<file path="src/rtl/rtld_pkg.sv">
package rtld_pkg;

  localparam int FRAC_BITS = 24;
  localparam int DW = 32;

  typedef logic signed [DW-1:0] word_t;

  typedef enum logic [1:0] {
    REG_K1 = 2'd0,
    REG_K2 = 2'd1,
    REG_P1 = 2'd2,
    REG_P2 = 2'd3
  } reg_idx_t;

  // clamp a wide signed value to the signed 32-bit range
  function automatic word_t sat(input logic signed [71:0] v);
    logic signed [71:0] hi;
    logic signed [71:0] lo;
    hi = 72'sd2147483647;
    lo = -72'sd2147483648;
    if (v > hi) begin
      sat = 32'sh7fffffff;
    end else if (v < lo) begin
      sat = 32'sh80000000;
    end else begin
      sat = v[31:0];
    end
  endfunction

endpackage

</file>
<file path="src/rtl/rtld_fmul.sv">
// Registered fixed-point product: round half up, floor shift, saturate.
module rtld_fmul #(
  parameter int FRAC_BITS = rtld_pkg::FRAC_BITS
) (
  input  logic                 clk,
  input  logic                 en,
  input  rtld_pkg::word_t      a,
  input  rtld_pkg::word_t      b,
  output rtld_pkg::word_t      p
);
  logic signed [63:0] prod;
  logic signed [71:0] rnd;

  always_comb begin
    prod = a * b;
    rnd  = (72'(prod) + (72'sd1 <<< (FRAC_BITS - 1))) >>> FRAC_BITS;
  end

  always_ff @(posedge clk) begin
    if (en) begin
      p <= rtld_pkg::sat(rnd);
    end
  end
endmodule

</file>
<file path="config.mk">
export PLATFORM = sky130hd
export DESIGN_NAME = rtld_fmul
export DESIGN_NICKNAME = d
export VERILOG_FILES = /design/src/rtl/rtld_pkg.sv /design/src/rtl/rtld_fmul.sv
export SDC_FILE = /design/constraint.sdc
export NUM_CORES = 2
export LEC_CHECK = 0
export BUFFER_PORTS_ARGS = -buffer_cell sky130_fd_sc_hd__buf_2
export CAP_MARGIN = 20
export CORE_MARGIN = 2
export CORE_UTILIZATION = 40
export DETAILED_ROUTE_END_ITERATION = 8
export SYNTH_ARGS = -nofsm -noshare
export SYNTH_HDL_FRONTEND = slang
export SYNTH_SLANG_ARGS = --single-unit
export TNS_END_PERCENT = 100
</file>
<file path="constraint.sdc">
create_clock -name clk -period 12.4 [get_ports clk]
set_input_delay 1.86 -clock clk [delete_from_list [all_inputs] [get_ports clk]]
set_output_delay 1.86 -clock clk [all_outputs]
set_load 0.02 [all_outputs]
</file>
Word-level counts from Yosys, hierarchy flattened
Index checks and enable logic that the tools add are counted.
- flip-flop bits (word level): 32
- input port bits: 66
- output and inout bits: 32
- $add $sub $neg: 1
- multipliers: 1
- order comparisons: 2
- multiplexer cells: 1
- operators by type and width (cell ; count):
    64-bit by 25-bit adder with 65-bit output (second input constant) ; 1
    32-bit by 32-bit multiplier with 64-bit output ; 1
    41-bit by 32-bit > comparator with 1-bit output (second input constant) ; 1
    41-bit by 32-bit less-than comparator with 1-bit output (second input constant) ; 1
    32-bit two-way mux ; 1

Logic depth before layout (Yosys ltp)
- depth after elaboration: 4
- gate-level depth with buffers: 30

Worst setup path after synthesis
No wires, ideal clock.
- path type: input port to flip-flop
- start: in a[31]
- end: reg p[15], data pin
- library setup time: 142 ps
- data arrival time: 9775 ps
- setup slack: 2483 ps
- stages: 28
- buffers on the path: 3
- cells stage by stage: clkbuf_1 -> nand2_1 -> inv_1 -> fa_1 -> inv_1 -> fa_1 -> inv_1 -> fa_1 -> fa_1 -> inv_1 -> fa_1 -> inv_1 -> fa_1 -> fa_1 -> fa_1 -> ha_1 -> clkbuf_1 -> and4_1 -> o2111a_1 -> a2111oi_1 -> a31oi_1 -> a21oi_2 -> o211ai_1 -> a32oi_1 -> nand4_1 -> o41a_1 -> buf_6 -> o21ai_2
- word-level cells in the longest chain between the ends: 4
- RTL lines (what ; line ; text):
    start: declaration ; rtld_fmul.sv:7 ; input rtld_pkg::word_t a,
    32-bit by 32-bit multiplier with 64-bit output (*) ; rtld_fmul.sv:15 ; prod = a * b;
    64-bit by 25-bit adder with 65-bit output (*) ; rtld_fmul.sv:16 ; rnd = (72'(prod) + (72'sd1 <<< (FRAC_BITS - 1))) >>> FRAC_BITS;
    41-bit by 32-bit less-than comparator with 1-bit output ; rtld_pkg.sv:23 ; end else if (v < lo) begin
    32-bit two-way mux ; rtld_pkg.sv:23 ;
    end signal: assignment ; rtld_fmul.sv:21 ; p <= rtld_pkg::sat(rnd);
    end: declaration ; rtld_fmul.sv:9 ; output rtld_pkg::word_t p
Mark *: on every way between the ends. The rest lies on a longest branch, timed or not.
A chain may end at the register's enable or synchronous reset.

Worst setup path after layout
- start: in a[31]
- end: reg p[30], data pin
The elaborated chain is that of the path after synthesis.

==> flow_metrics.tcl <==
set metrics [dict create \
    first_pass_iters 5 \
    met1_usage_pct 27.9 \
    grt_util_all_layers_pct 22.1 \
    async_flop_share_pct 0 \
    maxCapViolCount 0 \
    drive_gt1_share_pct 4.53 \
    grt_pass1_vias 29200 \
    synth_area_per_cell_um2 9.49 \
    grt_pass1_wl_um 165000 \
    use_met2_pct 41.5 \
    hp-class "in -> reg" \
    worst_slack_ps 1230 \
    tns_ps 0 \
    cts_htree_levels 2 \
    layout_commonest_cell "fa_1" \
    finalSetupViolCount 0 \
    top_regs "p x32" \
    end_kind "flop" \
    portBuffers 97 \
    cts_sinks 32 \
    ys_seq_elements 32 \
    gr-usage-met3_pct 1.31 \
    yosys_most_used_dff "edfxtp_1" \
    start_util_pct 40.3 \
    crit_path_start "a[31]" \
    cts_hold_buf 0 \
    cts.path.max_buffers 2 \
    antenna_found_initial 6 \
    rows 112 \
    cts_tree "yes" \
    max_freq_ghz 0.0895 \
    ant_nets 0 \
    path_class "in -> reg" \
    wl_um 99400 \
    crit_fanout 32 \
    cp_data_arrival_time_ps 11170 \
    crit_end "p[30]" \
    largest_register "p" \
    fin_crit_ps 11170 \
    vias 25700 \
    hold_viol 0 \
    status "finished, final reports clean" \
    clockRootBuffer "clkbuf_16" \
    drv_slew 0 \
    yosysSeqAreaShare_pct 2.56 \
    grt.busiest_layer "met2" \
    avgRoutedWirePerCell_um 19.4 \
    cts_buffers 5 \
    diodes 0 \
    clk_pin_slew_ps 50 \
    slew_headroom_pct 37.6 \
    synth_area_um2 37500 \
    ioPinCount 98 \
    cts_resized 0 \
    largest_reg_flops 32 \
    grt_max_degree 33 \
    final_nets 5194 \
    cts_setup_buffers 0 \
    yosys_warnings 0 \
    dp_hpwl_um 84200 \
    rsz0062_at_grt "false" \
    worst_slew_pin_slew_ps 936 \
    synth_cells 3950 \
    synth_edf_count 32 \
    drt_iter0_drc 1282 \
    required_ps 12400 \
    ys_types 64 \
    cp-start-kind "input pin" \
    overflow 0 \
    syn_nets 5285 \
    die_w_um 310 \
    dp_slack_ps 878 \
    area.growth.synth_to_final_pct 4.16 \
    core_um2 93000 \
    vias_per_cell 5.02 \
    drc 0 \
    final_cell_mix "fa_1, inv_1, nand2_1" \
    min_period_over_period_pct 90.1 \
    die-area_um2 96200 \
    fp.dieH_um 310 \
    gp_congestion 0.882 \
]
==> through the flow <==
step	instances	util (%)	area, um2	hold slack, ps
6_report	5114	42.0	39100	2190
5_1_grt	5114	42.0	39100	2230
4_1_cts	5114	42.0	39100	2200
3_5_place_dp	5106	41.8	38900	2320
3_3_place_gp	5105	41.8	38900	2330
2_1_floorplan	3950	-	37500	1970
==> how the worst min path moves through the flow <==
| stage | from | end | slack, ps | cells past startpoint |
|---|---|---|---|---|
| floorplan | en | p[0] | 1970 | 0 |
| finish | en | p[19] | 2190 | 1 |
| CTS | en | p[19] | 2200 | 1 |
| global route | en | p[20] | 2230 | 1 |
| global placement | p[13] | p[13] | 2330 | 1 |
| detailed placement | p[13] | p[13] | 2320 | 1 |
==> cell usage after synthesis, types with 11 or more instances <==
master    count  share of area, %
and2_1      521               8.7
a21oi_1      71              0.95
nand3_1      12              0.16
xnor2_1      32              0.75
nor2_1       59              0.59
buf_2        11              0.15
xor2_1       18              0.42
edfxtp_1     32               2.6
inv_1       958               9.6
o21ai_2      31              0.72
clkbuf_1    203               2.0
o21a_1       11              0.22
nand4_1      19              0.32
ha_1        179               6.0
nand2_1     526               5.3
fa_1       1090                58
o21ai_0      43              0.57
==> per-layer routing <==
metal,wire length [um],vias up
met5,50,-
met4,2500,8
met3,3460,108
met2,53700,542
met1,39600,13900
li1,-,11200
==> layout make-up <==
| cell class | count | area [um2] |
|---|---|---|
| Sequential cell | 32 | 961 |
| Tap cell | 1254 | 1570 |
| Clock inverter | 3 | 42.5 |
| Multi-Input combinational cell | 2742 | 32100 |
| Timing Repair Buffer | 120 | 678 |
| Fill cell | 9324 | 54000 |
| Inverter | 958 | 3600 |
| Clock buffer | 5 | 125 |
==> logic make-up after synthesis <==
| logic type | after synthesis | share of synthesized area (%) |
|---|---|---|
| buffers and inverters | 1176 | 11.9 |
| AND/OR/NAND/NOR | 1180 | 15.8 |
| flip-flops | 32 | 2.56 |
| AO/OA/AOI/OAI | 243 | 4.42 |
| adder cells (fa/ha/maj) | 1269 | 64.2 |
| XOR/XNOR | 50 | 1.17 |
==> worst max-delay path, stage by stage <==
cell and delay (ps):
buf_2 440, nand2_1 240, inv_1 130, fa_1 400, inv_1 250, fa_1 460
inv_1 210, fa_1 500, fa_1 960, inv_1 390, fa_1 580, inv_1 50
fa_1 520, inv_1 50, fa_1 470, inv_1 50, fa_1 450, ha_1 380
a21oi_1 260, o21ai_0 190, a2111oi_1 360, a31oi_1 210, a21oi_2 250, o211ai_1 130
a21oi_1 160, xnor2_1 180, o41a_2 820, o21ai_1 150
Power is not shown: default switching activity piles up to over one toggle a cycle in this logic, so the estimate is an artifact.
